===== config.mk =====
export PLATFORM = sky130hd
export DESIGN_NAME = gather_write_resume_tracker_core_flat
export DESIGN_NICKNAME = d
export VERILOG_FILES = /design/src/design/gwrt_pkg.sv /design/src/design/gwrt_if.sv /design/src/design/gwrt_len_mem.sv /design/src/design/gwrt_rem.sv /design/src/design/gwrt_seq.sv /design/src/design/gather_write_resume_tracker_core.sv /design/src/flat_wrapper.sv
export SDC_FILE = /design/constraint.sdc
export NUM_CORES = 2
export LEC_CHECK = 0
export BUFFER_PORTS_ARGS = -buffer_cell sky130_fd_sc_hd__buf_2
export CORE_UTILIZATION = 60
export CTS_BUF_LIST = sky130_fd_sc_hd__clkbuf_16
export DETAILED_ROUTE_END_ITERATION = 10
export PLACE_DENSITY = 0.8
export SYNTH_ARGS = -nofsm -noshare
export SYNTH_HDL_FRONTEND = slang
export SYNTH_SLANG_ARGS = --single-unit

===== constraint.sdc =====
create_clock -name clk -period 14.19 [get_ports clk]
set_clock_uncertainty 0.15 [all_clocks]
set_input_delay 2.1285 -clock clk [delete_from_list [all_inputs] [get_ports clk]]
set_output_delay 2.1285 -clock clk [all_outputs]
set_load 0.01 [all_outputs]

===== src/design/gwrt_pkg.sv =====
package gwrt_pkg;

  localparam int MAX_SEGMENTS_DEF = 8;
  localparam int BLOCK_BYTES_DEF  = 4096;

  localparam int SEG_LEN_W = 32;
  localparam int OFFSET_W  = 63;
  localparam int SEG_CNT_W = 4;
  localparam int BYTES_W   = 35;
  localparam int STALL_W   = 8;
  localparam int FIRST_W   = 3;
  localparam int LEFT_W    = 4;

  localparam logic [STALL_W-1:0]  STALL_RESET = 8'd4;
  localparam logic [OFFSET_W-1:0] OFFSET_MAX  = '1;

  typedef enum logic [1:0] {
    OP_LOAD   = 2'd0,
    OP_START  = 2'd1,
    OP_REPORT = 2'd2
  } op_t;

  typedef enum logic [1:0] {
    OC_WRITTEN     = 2'd0,
    OC_INTERRUPTED = 2'd1,
    OC_INVALID     = 2'd2,
    OC_OTHER       = 2'd3
  } outcome_t;

  typedef enum logic [1:0] {
    ST_ACCEPTED = 2'd0,
    ST_ISSUE    = 2'd1,
    ST_DONE     = 2'd2,
    ST_FAILED   = 2'd3
  } status_t;

  typedef enum logic [2:0] {
    ERR_NONE    = 3'd0,
    ERR_STORM   = 3'd1,
    ERR_INVALID = 3'd2,
    ERR_OTHER   = 3'd3,
    ERR_ZERO    = 3'd4,
    ERR_STALLED = 3'd5
  } err_t;

  typedef struct packed {
    status_t               status;
    err_t                  error_kind;
    logic [FIRST_W-1:0]    first_segment;
    logic [LEFT_W-1:0]     segments_left;
    logic [OFFSET_W-1:0]   write_offset;
    logic [BYTES_W-1:0]    bytes_advanced;
    logic [BYTES_W-1:0]    total_bytes;
    logic                  misaligned_warning;
  } res_t;

  localparam res_t RES_ZERO = '{
    status: ST_ACCEPTED,
    error_kind: ERR_NONE,
    first_segment: '0,
    segments_left: '0,
    write_offset: '0,
    bytes_advanced: '0,
    total_bytes: '0,
    misaligned_warning: 1'b0
  };

endpackage


===== src/design/gwrt_if.sv =====
interface gwrt_item_if;
  import gwrt_pkg::*;

  logic                 valid;
  logic                 ready;
  logic [1:0]           operation;
  logic [SEG_LEN_W-1:0] segment_length;
  logic [OFFSET_W-1:0]  start_offset;
  logic [SEG_CNT_W-1:0] segment_count;
  logic [1:0]           outcome;
  logic [BYTES_W-1:0]   bytes_written;

  modport source (
    output valid, operation, segment_length, start_offset, segment_count,
           outcome, bytes_written,
    input  ready
  );
  modport sink (
    input  valid, operation, segment_length, start_offset, segment_count,
           outcome, bytes_written,
    output ready
  );
endinterface

interface gwrt_result_if;
  import gwrt_pkg::*;

  logic                valid;
  logic                ready;
  status_t             status;
  err_t                error_kind;
  logic [FIRST_W-1:0]  first_segment;
  logic [LEFT_W-1:0]   segments_left;
  logic [OFFSET_W-1:0] write_offset;
  logic [BYTES_W-1:0]  bytes_advanced;
  logic [BYTES_W-1:0]  total_bytes;
  logic                misaligned_warning;

  modport source (
    output valid, status, error_kind, first_segment, segments_left, write_offset,
           bytes_advanced, total_bytes, misaligned_warning,
    input  ready
  );
  modport sink (
    input  valid, status, error_kind, first_segment, segments_left, write_offset,
           bytes_advanced, total_bytes, misaligned_warning,
    output ready
  );
endinterface


===== src/design/gwrt_len_mem.sv =====
module gwrt_len_mem #(
  parameter int MAX_SEGMENTS = gwrt_pkg::MAX_SEGMENTS_DEF,
  parameter int IDX_W        = (MAX_SEGMENTS > 1) ? $clog2(MAX_SEGMENTS) : 1
) (
  input  logic                           clk,
  input  logic                           wr_en,
  input  logic [IDX_W-1:0]               wr_addr,
  input  logic [gwrt_pkg::SEG_LEN_W-1:0] wr_data,
  input  logic [IDX_W-1:0]               rd_addr,
  output logic [gwrt_pkg::SEG_LEN_W-1:0] rd_data
);
  import gwrt_pkg::*;

  logic [SEG_LEN_W-1:0] mem [MAX_SEGMENTS];

  always_ff @(posedge clk) begin
    if (wr_en) begin
      mem[wr_addr] <= wr_data;
    end
    rd_data <= mem[rd_addr];
  end

endmodule


===== src/design/gwrt_rem.sv =====
// Block-alignment check of the reported count; the block size is a power of two,
// so the remainder is just the low count bits.
module gwrt_rem #(
  parameter int BLOCK_BYTES = gwrt_pkg::BLOCK_BYTES_DEF
) (
  input  logic                         clk,
  input  logic                         rst,
  input  logic                         start,
  input  logic [gwrt_pkg::BYTES_W-1:0] value,
  output logic                         done,
  output logic                         nonzero
);

  localparam int LOG_B = $clog2(BLOCK_BYTES);

  always_ff @(posedge clk) begin
    if (rst) begin
      nonzero <= 1'b0;
    end else if (start) begin
      nonzero <= (value[LOG_B-1:0] != '0);
    end
  end

  // flag is registered at accept, well before the walk can end
  assign done = 1'b1;

endmodule


===== src/design/gwrt_seq.sv =====
module gwrt_seq #(
  parameter int MAX_SEGMENTS = gwrt_pkg::MAX_SEGMENTS_DEF,
  parameter int IDX_W        = (MAX_SEGMENTS > 1) ? $clog2(MAX_SEGMENTS) : 1
) (
  input  logic                           clk,
  input  logic                           rst,
  input  logic                           cfg_we,
  input  logic [gwrt_pkg::STALL_W-1:0]   cfg_data,
  gwrt_item_if.sink                      items,
  gwrt_result_if.source                  results,
  output logic                           mem_wr_en,
  output logic [IDX_W-1:0]               mem_wr_addr,
  output logic [gwrt_pkg::SEG_LEN_W-1:0] mem_wr_data,
  output logic [IDX_W-1:0]               mem_rd_addr,
  input  logic [gwrt_pkg::SEG_LEN_W-1:0] mem_rd_data,
  output logic                           rem_start,
  output logic [gwrt_pkg::BYTES_W-1:0]   rem_value,
  input  logic                           rem_done,
  input  logic                           rem_nonzero
);
  import gwrt_pkg::*;

  localparam int CNT_W = $clog2(MAX_SEGMENTS + 1);
  localparam int CMP_W = (CNT_W > SEG_CNT_W) ? CNT_W : SEG_CNT_W;
  localparam int TOT_W = SEG_LEN_W + CNT_W;
  localparam int SUB_W = BYTES_W + 1;
  localparam int OFS_W = OFFSET_W + 1;

  typedef enum logic [4:0] {
    S_IDLE = 5'b00001,
    S_SUM  = 5'b00010,
    S_WALK = 5'b00100,
    S_FIN  = 5'b01000,
    S_EMIT = 5'b10000
  } state_t;

  state_t               state;
  logic [CNT_W-1:0]     loaded;
  logic [CNT_W-1:0]     active;
  logic [CNT_W-1:0]     next_seg;
  logic [CNT_W-1:0]     k;
  logic [OFFSET_W-1:0]  offset;
  logic [STALL_W-1:0]   budget;
  logic [STALL_W-1:0]   stall_limit;
  logic [TOT_W-1:0]     total;
  logic                 busy;
  logic [BYTES_W-1:0]   n_rem;
  logic [BYTES_W-1:0]   n0;
  logic                 walk_end;
  res_t                 res;
  res_t                 out_res;
  logic                 out_valid;

  logic                 accept;
  logic                 emit_fire;
  logic [CNT_W-1:0]     k_inc;
  logic [SUB_W-1:0]     sub;
  logic                 step_ok;
  logic [BYTES_W-1:0]   done_bytes;
  logic [OFS_W-1:0]     off_sum;
  logic [OFFSET_W-1:0]  off_new;
  logic                 clamp;
  logic [CNT_W-1:0]     start_cnt;
  logic [CMP_W-1:0]     seg_cnt_ext;
  logic                 sum_go;

  always_comb begin
    accept      = items.valid && items.ready;
    emit_fire   = (state == S_EMIT) && (!out_valid || results.ready);
    k_inc       = k + CNT_W'(1);
    sub         = {1'b0, n_rem} - SUB_W'(mem_rd_data);
    step_ok     = (k < active) && !sub[BYTES_W];
    done_bytes  = n0 - n_rem;
    off_sum     = {1'b0, offset} + OFS_W'(done_bytes);
    off_new     = off_sum[OFFSET_W] ? OFFSET_MAX : off_sum[OFFSET_W-1:0];
    seg_cnt_ext = CMP_W'(items.segment_count);
    clamp       = seg_cnt_ext > CMP_W'(loaded);
    start_cnt   = clamp ? loaded : seg_cnt_ext[CNT_W-1:0];
    sum_go      = (items.operation == OP_START) && !busy && (start_cnt != '0);
  end

  // loads only happen in idle, so a write never meets a pending read
  assign mem_wr_en   = accept && (items.operation == OP_LOAD) && !busy &&
                       (loaded < CNT_W'(MAX_SEGMENTS));
  assign mem_wr_addr = loaded[IDX_W-1:0];
  assign mem_wr_data = items.segment_length;

  // read one entry ahead so a step can retire a segment every cycle
  always_comb begin
    unique case (state)
      S_IDLE:        mem_rd_addr = (items.operation == OP_START) ? '0 : next_seg[IDX_W-1:0];
      S_SUM, S_WALK: mem_rd_addr = k_inc[IDX_W-1:0];
      default:       mem_rd_addr = '0;
    endcase
  end

  assign rem_start = accept && (items.operation == OP_REPORT) && busy &&
                     (items.outcome == OC_WRITTEN) && (items.bytes_written != '0);
  assign rem_value = items.bytes_written;

  assign items.ready = (state == S_IDLE);

  always_ff @(posedge clk) begin
    if (rst) begin
      state       <= S_IDLE;
      loaded      <= '0;
      active      <= '0;
      next_seg    <= '0;
      offset      <= '0;
      budget      <= '0;
      total       <= '0;
      busy        <= 1'b0;
      walk_end    <= 1'b0;
      out_valid   <= 1'b0;
      res         <= RES_ZERO;
      stall_limit <= STALL_RESET;
    end else begin
      if (cfg_we) begin
        stall_limit <= cfg_data;
      end
      if (emit_fire) begin
        out_valid <= 1'b1;
      end else if (results.valid && results.ready) begin
        out_valid <= 1'b0;
      end

      unique case (state)
        S_IDLE: begin
          if (accept) begin
            state <= sum_go ? S_SUM : (rem_start ? S_WALK : S_EMIT);
            unique case (items.operation)
              OP_LOAD: begin
                if (mem_wr_en) begin
                  loaded <= loaded + CNT_W'(1);
                end
              end
              OP_START: begin
                if (!busy) begin
                  total  <= '0;
                  active <= start_cnt;
                  offset <= items.start_offset;
                  k      <= '0;
                  if (start_cnt == '0) begin
                    res.status <= ST_DONE;
                    loaded     <= '0;
                  end
                end
              end
              OP_REPORT: begin
                if (busy) begin
                  unique case (items.outcome)
                    OC_INTERRUPTED: begin
                      if (budget == '0) begin
                        res.status     <= ST_FAILED;
                        res.error_kind <= ERR_STORM;
                        busy           <= 1'b0;
                        loaded         <= '0;
                      end else begin
                        budget            <= budget - STALL_W'(1);
                        res.status        <= ST_ISSUE;
                        res.first_segment <= FIRST_W'(next_seg);
                        res.segments_left <= LEFT_W'(active - next_seg);
                        res.write_offset  <= offset;
                      end
                    end
                    OC_INVALID: begin
                      res.status     <= ST_FAILED;
                      res.error_kind <= ERR_INVALID;
                      busy           <= 1'b0;
                      loaded         <= '0;
                    end
                    OC_OTHER: begin
                      res.status     <= ST_FAILED;
                      res.error_kind <= ERR_OTHER;
                      busy           <= 1'b0;
                      loaded         <= '0;
                    end
                    OC_WRITTEN: begin
                      if (items.bytes_written == '0) begin
                        res.status     <= ST_FAILED;
                        res.error_kind <= ERR_ZERO;
                        busy           <= 1'b0;
                        loaded         <= '0;
                      end else begin
                        n_rem    <= items.bytes_written;
                        n0       <= items.bytes_written;
                        k        <= next_seg;
                        walk_end <= 1'b0;
                      end
                    end
                  endcase
                end
              end
              default: begin
              end
            endcase
          end
        end

        S_SUM: begin
          total <= total + TOT_W'(mem_rd_data);
          k     <= k_inc;
          if (k_inc == active) begin
            busy              <= 1'b1;
            budget            <= stall_limit;
            next_seg          <= '0;
            res.status        <= ST_ISSUE;
            res.first_segment <= '0;
            res.segments_left <= LEFT_W'(active);
            res.write_offset  <= offset;
            state             <= S_EMIT;
          end
        end

        S_WALK: begin
          if (!walk_end) begin
            if (step_ok) begin
              n_rem <= sub[BYTES_W-1:0];
              k     <= k_inc;
            end else begin
              walk_end <= 1'b1;
            end
          end
          if (walk_end && rem_done) begin
            state <= S_FIN;
          end
        end

        S_FIN: begin
          res.misaligned_warning <= rem_nonzero;
          state                  <= S_EMIT;
          if (k == next_seg) begin
            if (budget == '0) begin
              res.status     <= ST_FAILED;
              res.error_kind <= ERR_STALLED;
              busy           <= 1'b0;
              loaded         <= '0;
            end else begin
              budget            <= budget - STALL_W'(1);
              res.status        <= ST_ISSUE;
              res.first_segment <= FIRST_W'(next_seg);
              res.segments_left <= LEFT_W'(active - next_seg);
              res.write_offset  <= offset;
            end
          end else begin
            budget             <= stall_limit;
            next_seg           <= k;
            offset             <= off_new;
            res.bytes_advanced <= done_bytes;
            if (k >= active) begin
              res.status      <= ST_DONE;
              res.total_bytes <= total[BYTES_W-1:0];
              busy            <= 1'b0;
              loaded          <= '0;
            end else begin
              res.status        <= ST_ISSUE;
              res.first_segment <= FIRST_W'(k);
              res.segments_left <= LEFT_W'(active - k);
              res.write_offset  <= off_new;
            end
          end
        end

        S_EMIT: begin
          // the working result is cleared as it moves out, ready for the next command
          if (emit_fire) begin
            out_res <= res;
            res     <= RES_ZERO;
            state   <= S_IDLE;
          end
        end

        default: begin
          state <= S_IDLE;
        end
      endcase
    end
  end

  assign results.valid              = out_valid;
  assign results.status             = out_res.status;
  assign results.error_kind         = out_res.error_kind;
  assign results.first_segment      = out_res.first_segment;
  assign results.segments_left      = out_res.segments_left;
  assign results.write_offset       = out_res.write_offset;
  assign results.bytes_advanced     = out_res.bytes_advanced;
  assign results.total_bytes        = out_res.total_bytes;
  assign results.misaligned_warning = out_res.misaligned_warning;

endmodule


===== src/design/gather_write_resume_tracker_core.sv =====
// Gather write resume tracker.
// items: one transfer per command (load a segment length, start a transfer,
// report a write outcome). results: exactly one result per command, in order.
// cfg_we/cfg_data write the stall limit; write it only while the block is idle.
// One command is worked at a time; items.ready is high only in idle, and the
// next command is taken while the previous result still sits in the output
// register, so items.ready rises in the same cycle as results.valid.
// From the accepting edge, loads, ignored commands and reports that fail or
// reissue without a walk go straight to the emit state; a start with segments
// first sums the segment lengths (one memory read a cycle), and a byte-count
// report walks the segments, then passes through the finish state to emit.
// The report time is set by the segment walk (one length-table read a cycle);
// the block-alignment check masks the low count bits at accept and adds no wait.
// Reset returns the block to idle with no segments loaded and the stall limit
// at 4; the length table itself is not cleared.
// If results.ready is low, the finished result holds in the output register and
// the next result waits inside the block until it drains.
module gather_write_resume_tracker_core #(
  parameter int MAX_SEGMENTS = gwrt_pkg::MAX_SEGMENTS_DEF,
  parameter int BLOCK_BYTES  = gwrt_pkg::BLOCK_BYTES_DEF
) (
  input  logic                         clk,
  input  logic                         rst,
  input  logic                         cfg_we,
  input  logic [gwrt_pkg::STALL_W-1:0] cfg_data,
  gwrt_item_if.sink                    items,
  gwrt_result_if.source                results
);
  import gwrt_pkg::*;

  localparam int IDX_W = (MAX_SEGMENTS > 1) ? $clog2(MAX_SEGMENTS) : 1;

  logic                 mem_wr_en;
  logic [IDX_W-1:0]     mem_wr_addr;
  logic [SEG_LEN_W-1:0] mem_wr_data;
  logic [IDX_W-1:0]     mem_rd_addr;
  logic [SEG_LEN_W-1:0] mem_rd_data;
  logic                 rem_start;
  logic [BYTES_W-1:0]   rem_value;
  logic                 rem_done;
  logic                 rem_nonzero;

  gwrt_len_mem #(
    .MAX_SEGMENTS (MAX_SEGMENTS),
    .IDX_W        (IDX_W)
  ) u_mem (
    .clk     (clk),
    .wr_en   (mem_wr_en),
    .wr_addr (mem_wr_addr),
    .wr_data (mem_wr_data),
    .rd_addr (mem_rd_addr),
    .rd_data (mem_rd_data)
  );

  gwrt_rem #(
    .BLOCK_BYTES (BLOCK_BYTES)
  ) u_rem (
    .clk     (clk),
    .rst     (rst),
    .start   (rem_start),
    .value   (rem_value),
    .done    (rem_done),
    .nonzero (rem_nonzero)
  );

  gwrt_seq #(
    .MAX_SEGMENTS (MAX_SEGMENTS),
    .IDX_W        (IDX_W)
  ) u_seq (
    .clk         (clk),
    .rst         (rst),
    .cfg_we      (cfg_we),
    .cfg_data    (cfg_data),
    .items       (items),
    .results     (results),
    .mem_wr_en   (mem_wr_en),
    .mem_wr_addr (mem_wr_addr),
    .mem_wr_data (mem_wr_data),
    .mem_rd_addr (mem_rd_addr),
    .mem_rd_data (mem_rd_data),
    .rem_start   (rem_start),
    .rem_value   (rem_value),
    .rem_done    (rem_done),
    .rem_nonzero (rem_nonzero)
  );

  a_one_at_a_time: assert property (@(posedge clk) disable iff (rst)
    items.valid && items.ready |=> !items.ready)
    else $error("command accepted while another is in flight");

  a_issue_fields: assert property (@(posedge clk) disable iff (rst)
    results.valid && results.status == ST_ISSUE |->
      results.error_kind == ERR_NONE && results.segments_left != '0)
    else $error("write request with error or no segments");

  a_fail_fields: assert property (@(posedge clk) disable iff (rst)
    results.valid && results.status == ST_FAILED |->
      results.error_kind != ERR_NONE && results.bytes_advanced == '0)
    else $error("failure without error kind or with progress");

endmodule

===== src/flat_wrapper.sv =====
// flat-port wrapper written by rule: the top's interface ports become plain ports
module gather_write_resume_tracker_core_flat import gwrt_pkg::*;
#(
  parameter int MAX_SEGMENTS = gwrt_pkg::MAX_SEGMENTS_DEF,
  parameter int BLOCK_BYTES  = gwrt_pkg::BLOCK_BYTES_DEF
)
  (clk, rst, cfg_we, cfg_data, items_valid, items_operation, items_segment_length, items_start_offset, items_segment_count, items_outcome, items_bytes_written, items_ready, results_valid, results_status, results_error_kind, results_first_segment, results_segments_left, results_write_offset, results_bytes_advanced, results_total_bytes, results_misaligned_warning, results_ready);
  gwrt_item_if items_i ();
  gwrt_result_if results_i ();
  input  logic clk;
  input  logic rst;
  input  logic cfg_we;
  input  logic [gwrt_pkg::STALL_W-1:0] cfg_data;
  input wire logic [$bits(items_i.valid)-1:0] items_valid;
  input wire logic [$bits(items_i.operation)-1:0] items_operation;
  input wire logic [$bits(items_i.segment_length)-1:0] items_segment_length;
  input wire logic [$bits(items_i.start_offset)-1:0] items_start_offset;
  input wire logic [$bits(items_i.segment_count)-1:0] items_segment_count;
  input wire logic [$bits(items_i.outcome)-1:0] items_outcome;
  input wire logic [$bits(items_i.bytes_written)-1:0] items_bytes_written;
  output wire logic [$bits(items_i.ready)-1:0] items_ready;
  output wire logic [$bits(results_i.valid)-1:0] results_valid;
  output wire logic [$bits(results_i.status)-1:0] results_status;
  output wire logic [$bits(results_i.error_kind)-1:0] results_error_kind;
  output wire logic [$bits(results_i.first_segment)-1:0] results_first_segment;
  output wire logic [$bits(results_i.segments_left)-1:0] results_segments_left;
  output wire logic [$bits(results_i.write_offset)-1:0] results_write_offset;
  output wire logic [$bits(results_i.bytes_advanced)-1:0] results_bytes_advanced;
  output wire logic [$bits(results_i.total_bytes)-1:0] results_total_bytes;
  output wire logic [$bits(results_i.misaligned_warning)-1:0] results_misaligned_warning;
  input wire logic [$bits(results_i.ready)-1:0] results_ready;
  assign items_i.valid = items_valid;
  assign items_i.operation = items_operation;
  assign items_i.segment_length = items_segment_length;
  assign items_i.start_offset = items_start_offset;
  assign items_i.segment_count = items_segment_count;
  assign items_i.outcome = items_outcome;
  assign items_i.bytes_written = items_bytes_written;
  assign items_ready = items_i.ready;
  assign results_valid = results_i.valid;
  assign results_status = results_i.status;
  assign results_error_kind = results_i.error_kind;
  assign results_first_segment = results_i.first_segment;
  assign results_segments_left = results_i.segments_left;
  assign results_write_offset = results_i.write_offset;
  assign results_bytes_advanced = results_i.bytes_advanced;
  assign results_total_bytes = results_i.total_bytes;
  assign results_misaligned_warning = results_i.misaligned_warning;
  assign results_i.ready = results_ready;
  gather_write_resume_tracker_core #(.MAX_SEGMENTS(MAX_SEGMENTS), .BLOCK_BYTES(BLOCK_BYTES)) u_core (.clk(clk), .rst(rst), .cfg_we(cfg_we), .cfg_data(cfg_data), .items(items_i), .results(results_i));
endmodule

; Word level (Yosys, flattened, before mapping)
; Memories as Yosys holds them, arrays and structs flattened. A register that Yosys moved wholly into a read port is not among the register bits.
; Index checks and enable logic that the tools add are counted.
; W data, S select, Z words.
[classes]
n_addsub = 9
magnitude_cmp = 4
eq_ne = 43
muxes = 110
n_bitwise = 3
n_reduce_logical = 56
[ops]
columns = operator, count
row1 = $mux W70, 6
row2 = $mux W63, 5
row3 = $mux W35, 8
row4 = $pmux W70 S4, 1
row5 = $mux W75, 2
row6 = $mux W146, 1
row7 = $pmux W71 S2, 1
row8 = $pmux W63 S2, 1
row9 = $mux W36, 3
row10 = $mux W4, 19
row11 = $mux W73, 1
row12 = $pmux W36 S2, 1
row13 = $pmux W35 S2, 1
row14 = $add A63 B35 Y64, 1
row15 = $mux W8, 7
row16 = $add A36 B32 Y36, 1
row17 = $pmux W4 S3, 3
row18 = $reduce_and A9 Y1, 4
row19 = $sub A35 B32 Y36, 1
row20 = $logic_not A35 Y1, 1
row21 = $mux W5, 7
row22 = $reduce_bool A35 Y1, 1
row23 = $sub A35 B35 Y35, 1
row24 = $pmux W5 S5, 1
row25 = 54 further kinds, 147
[word_totals]
regBits = 502
mem_bits_rw = 256
input_bits = 151
out_inout_bits = 148
elab_cells = 257
mem_count = 1
[mem_list]
columns = name, depth, word_bits, read_ports, rd_clocked_by_memory_dff, wr, line
row1 = u_core.u_mem.mem, 8, 32, 1, 1, 1, gwrt_len_mem.sv:14  ; logic [SEG_LEN_W-1:0] mem [MAX_SEGMENTS];

; Logic depth before layout (Yosys ltp)
[logic_depth]
ltp_word = 10
ltp_mapped = 26
depth_no_buf = 24

; Hierarchy
; A second synthesis with hierarchy kept.
[hier_totals]
hier_cells = 3548
hier_area_um2 = 38610.8
[modules_own_cells]
columns = module, n_inst, cells_per_inst, area_per_inst_um2, seq_area_each_um2
row1 = gwrt_seq, 1, 3124, 28068.2, 12211.7
row2 = gwrt_len_mem, 1, 415, 10466.3, 8328.0
row3 = gwrt_rem, 1, 9, 76.3, 20.0

; Worst setup path before layout
; No wires, ideal clock.
[synth_path]
path_kind = input to register
startpoint = input port rst
endpoint = register, netlist name u_core.u_seq.results.bytes_advanced[0]
setup_ns = 0.653
t_arrival_ns = 8.974
t_required_ns = 13.387
setup_slack_ns = 4.413
stages = 5
path_buffers = 4
cell_sequence = clkbuf_1 > clkbuf_1 > clkbuf_1 > clkbuf_1 > nor2_1
[synth_between]
elab_chain_cells = 2
[synth_lines]
columns = element, line
row1 = start: declaration, flat_wrapper.sv:11  ; input logic rst;
row2 = $not A1 Y1 (no line), n/a
row3 = $reduce_and A3 Y1 (no line), n/a
; Every way passes these cells.
; A chain may end at the register's enable or synchronous reset.

; Final worst setup path
[layout_path]
startpoint = register u_core.u_seq.n0[0]
endpoint = register u_core.u_seq.offset[58]
[layout_between]
elab_chain_cells = 5
[layout_lines]
columns = element, line
row1 = start: declaration, gwrt_seq.sv:48  ; logic [BYTES_W-1:0] n0;
row2 = start signal: assignment, gwrt_seq.sv:186  ; n0 <= items.bytes_written;
row3 = $sub A35 B35 Y35, gwrt_seq.sv:73  ; done_bytes = n0 - n_rem;
row4 = $add A63 B35 Y64, gwrt_seq.sv:74  ; off_sum = {1'b0, offset} + OFS_W'(done_bytes);
row5 = $mux W63, gwrt_seq.sv:75  ; off_new = off_sum[OFFSET_W] ? OFFSET_MAX : off_sum[OFFSET_W-1:0];
row6 = $mux W63, gwrt_seq.sv:232  ; if (k == next_seg) begin
row7 = $pmux W63 S2, gwrt_seq.sv:127  ; unique case (state)
row8 = end signal: assignment, gwrt_seq.sv:141  ; offset <= items.start_offset;
row9 = end signal: assignment, gwrt_seq.sv:248  ; offset <= off_new;
row10 = end: declaration, gwrt_seq.sv:42  ; logic [OFFSET_W-1:0] offset;
; Every way passes these cells. The select of a mux whose other input is x is not followed.

==> impl_metrics.py <==
metrics = {
    "timing": {
        "setup_viol": 0,
        "slew_headroom_pct": 21.3,
        "timing.fmax_mhz": 160,
        "drv_slew": 0,
        "hold_viol_final": 0,
        "finalWorstSetupSlack_ns": 7.95,
        "grt_setup_unrepaired": "no",
        "fin_tns_setup_ns": 0,
        "finalCriticalPeriod_ns": 6.24,
        "worst_slew_pin_slew_ns": 1.18,
        "fin_crit_sh_pct": 44.0,
    },
    "drt": {
        "drc": 0,
        "avgRoutedWirePerCell_um": 20.7,
        "wirelength_mm": 103,
        "vias": 30800,
        "first_iter_violations": 3080,
        "dr.pass1.iters": 9,
        "ant_nets": 0,
        "via_per_inst": 6.19,
    },
    "hold_path": {
        "hp-start": "u_core.u_seq.res[2]$_SDFFE_PP0P_",
        "min_path_type": "flip-flop to flip-flop",
        "hold_end": "u_core.u_seq.results.total_bytes[1]$_DFFE_PP_",
        "holdPathStages": 0,
    },
    "worst_setup_path": {
        "reg2reg_depth": 22,
        "cp.required_ns": 14.56,
        "r2r_setup_slack_ns": 7.95,
        "crit_type": "flip-flop to flip-flop",
        "worstReg2RegEnd": "u_core.u_seq.offset[58]$_SDFFE_PP0P_",
        "crit_arrival_ns": 6.61,
        "crit_fanout": 27,
        "start_kind": "flip-flop",
        "timing.rr.start": "u_core.u_seq.n0[0]$_DFFE_PP_",
        "end_kind": "flip-flop",
    },
    "clock_network": {
        "cts_buffers": 80,
        "clockRootBuffer": "clkbuf_16",
        "cts.clk_slew.worst_paths_ns": 0.06,
        "ctsHtreeMaxLevel": 3,
        "ctsHoldBuffers": 0,
        "post_cts_buffers": 0,
        "ctsLongestPathBuffers": 3,
        "ctsResizeCount": 0,
        "clock_sinks": 789,
        "clock_latency_ns": 0.66,
        "cts_tree": "done",
    },
    "floorplan": {
        "die_w_um": 254,
        "io_pins": 299,
        "core_um2": 62200,
        "fp.dieH_um": 254,
        "dieArea_um2": 64300,
        "rows": 91,
        "start_util_pct": 61.1,
    },
    "yosys": {
        "syn_inst": 3844,
        "yosysSeqAreaShare_pct": 54.2,
        "synth_area_leaders": "edfxtp_1, dfxtp_1, nand2_1",
        "synth.avg_cell_area_um2": 9.88,
        "synth_cell_type_count": 83,
        "synth_flop_cell": "edfxtp_1",
        "ys_ff_latch": 789,
        "synth-edff-count": 476,
        "yosys.area.top_type": "edfxtp_1",
        "syn-num-nets": 4151,
        "synth_area_um2": 38000,
        "async_flop_share_pct": 0,
        "yosysWarnings": 0,
        "synth_top_area_share_pct": 37.6,
    },
    "grt": {
        "use_met1_pct": 41.5,
        "grt_start_max_net_pins": 81,
        "grt_pass1_vias": 28600,
        "grt_pass1_wl_mm": 158,
        "grt_overflow": 0,
        "grt_use_met3_pct": 5.76,
        "globalRouteMet2Util_pct": 50.9,
        "antenna_found_initial": 18,
        "grt_usage_pct": 31.6,
        "top_usage_layer": "met2",
    },
    "placed_design": {
        "dp_slack_ns": 8.01,
        "gp_congestion": 0.975,
        "dpl.hpwl_mm": 71.1,
        "port_buffers": 298,
        "dpl-instance-area_um2": 40100,
    },
    "finish": {
        "drive_gt1_share_pct": 12.3,
        "area_delta_synth_final_pct": 12.7,
        "num-nets-final": 4363,
        "fin_area_um2": 42800,
        "n_fill_cell": 4683,
    },
    "power": {
        "peakVddDrop_v": 0.000123,
        "p_per_area_nw_per_um2": 118,
        "finalPower_mw": 5.03,
        "p_leak_nw": 16.7,
    },
    "run": {
        "drv_cap": 0,
    },
    "run_status": {
        "status": "finished, final reports clean",
    },
}
cell usage in the layout, fill, tap and decap left out, types with 18 or more instances in the layout:
cell type	instances
a22o_1	23
xnor2_1	88
nand4_1	31
inv_1	149
or3_1	20
xor2_1	54
o21a_1	27
o31ai_1	18
a221oi_1	18
nor4_1	19
o21bai_1	20
buf_4	44
buf_2	297
nor2b_1	19
nand2_1	570
nor3_1	55
edfxtp_1	476
dfxtp_1	313
o211ai_1	21
nand3_1	253
a31oi_1	35
nor2_1	271
a22oi_1	70
a21oi_1	312
clkbuf_16	80
and3_1	31
nand2b_1	25
a21o_1	63
ha_1	150
a211oi_1	45
o21ai_0	251
mux2i_1	18
where the power goes:
| part | leakage, nW | switching (mW) | internal (mW) | total (mW) |
|---|---|---|---|---|
| Combinational | 8.42 | 0.268 | 0.140 | 0.408 |
| Sequential | 6.92 | 0.0494 | 2.47 | 2.52 |
| Clock | 1.36 | 0.916 | 1.19 | 2.10 |
sequential cells by signal, summed over array words and instances (netlist names), 2 cells and up:
signal / count
u_core.u_mem.mem: 256
u_core.u_mem.rd_data: 32
u_core.u_seq.active: 4
u_core.u_seq.budget: 8
u_core.u_seq.k: 4
u_core.u_seq.loaded: 4
u_core.u_seq.n0: 35
u_core.u_seq.n_rem: 35
u_core.u_seq.next_seg: 4
u_core.u_seq.offset: 63
u_core.u_seq.res: 146
u_core.u_seq.results.bytes_advanced: 35
u_core.u_seq.results.error_kind: 3
u_core.u_seq.results.first_segment: 3
u_core.u_seq.results.segments_left: 4
u_core.u_seq.results.status: 2
u_core.u_seq.results.total_bytes: 35
u_core.u_seq.results.write_offset: 63
u_core.u_seq.stall_limit: 8
u_core.u_seq.state: 5
u_core.u_seq.total: 35
metal layers:
metal,vias to the layer above,wire length (µm)
met5,-,23
met4,4,4540
met3,256,9200
met2,1494,48000
met1,14500,41400
li1,14500,-
layout make-up:
type,instances,area [µm²],area share (%)
clock inverter,70,616,1.44
inverter,127,477,1.11
clock buffer,80,2000,4.68
antenna,15,37.5,0.0878
sequential,789,20600,48.1
timing repair buffer,342,1830,4.27
multi-input combinational,2716,16200,37.9
tap,837,1050,2.45
metrics by stage:
step | utilization (%) | hold WS (ns) | cells
6_report | 68.8 | 0.277 | 4976
5_1_grt | 68.8 | 0.283 | 4968
4_1_cts | 68.7 | 0.274 | 4961
3_5_place_dp | 64.5 | 0.264 | 4811
3_3_place_gp | 64.5 | 0.263 | 4811
2_1_floorplan | - | 0.258 | 3844
cell families (layout without fill, tap and decap cells):
kind of cell,count (synthesis),in the layout,share of synthesized area [%]
AO/OA/AOI/OAI,1037,1037,17.3
XOR/XNOR,143,143,3.32
adder cells (fa/ha/maj),156,156,5.26
buffers and inverters,339,619,3.42
flip-flops,789,789,54.2
multiplexers,20,20,0.534
other,0,15,0
AND/OR/NAND/NOR,1360,1360,16.0
worst max-delay path: stages, from the launching register on:
cell	delay, ns
edfxtp_1	0.35
inv_1	0.06
ha_1	0.15
inv_1	0.06
fa_1	0.45
a21oi_1	0.19
o211ai_1	0.17
o211ai_1	0.31
a211oi_1	0.19
o31a_1	0.39
a41o_1	0.27
a21oi_1	0.17
xnor2_1	0.11
ha_1	0.44
nand3_1	0.20
or3_1	0.44
o21a_1	0.20
nand2b_1	0.17
o21a_1	0.13
buf_4	0.23
nand2_1	0.63
o21ai_0	0.20
a2111oi_0	0.43
how the worst max path moves through the flow:
stage               slack [ns]                         start                                               end  cells after the start
floorplan                 4.41                           rst  u_core.u_seq.results.bytes_advanced[0]$_DFFE_PP_                      5
CTS                       8.00  u_core.u_seq.n0[0]$_DFFE_PP_              u_core.u_seq.offset[40]$_SDFFE_PP0P_                     24
global placement          8.08  u_core.u_seq.n0[0]$_DFFE_PP_              u_core.u_seq.offset[40]$_SDFFE_PP0P_                     24
global route              7.43  u_core.u_seq.n0[0]$_DFFE_PP_                u_core.u_seq.res[132]$_SDFFE_PP0P_                     24
finish                    7.95  u_core.u_seq.n0[0]$_DFFE_PP_              u_core.u_seq.offset[58]$_SDFFE_PP0P_                     22
detailed placement        8.01  u_core.u_seq.n0[0]$_DFFE_PP_              u_core.u_seq.offset[40]$_SDFFE_PP0P_                     24
cell usage after synthesis, drive strengths merged, types with 8 or more instances:
master     n
a31oi     35
nor2     280
nor3      59
a221o     10
o211ai    21
a31o      11
nand2    570
o221ai    12
and3      32
o31ai     18
xor2      54
a21oi    315
ha       150
nor2b     19
nor4      19
a21o      63
a22oi     71
o21ai    256
nand2b    25
and4       8
nand4     31
o21a      27
a41oi      8
buf       27
a22o      23
a221oi    20
dfxtp    313
edfxtp   476
or3       20
inv      126
mux2i     18
a2111oi    8
o21bai    20
clkbuf   185
and2      12
xnor2     89
nand3    255
a211oi    45
a311oi    17
Note: power is estimated with default switching activity, not from simulation.
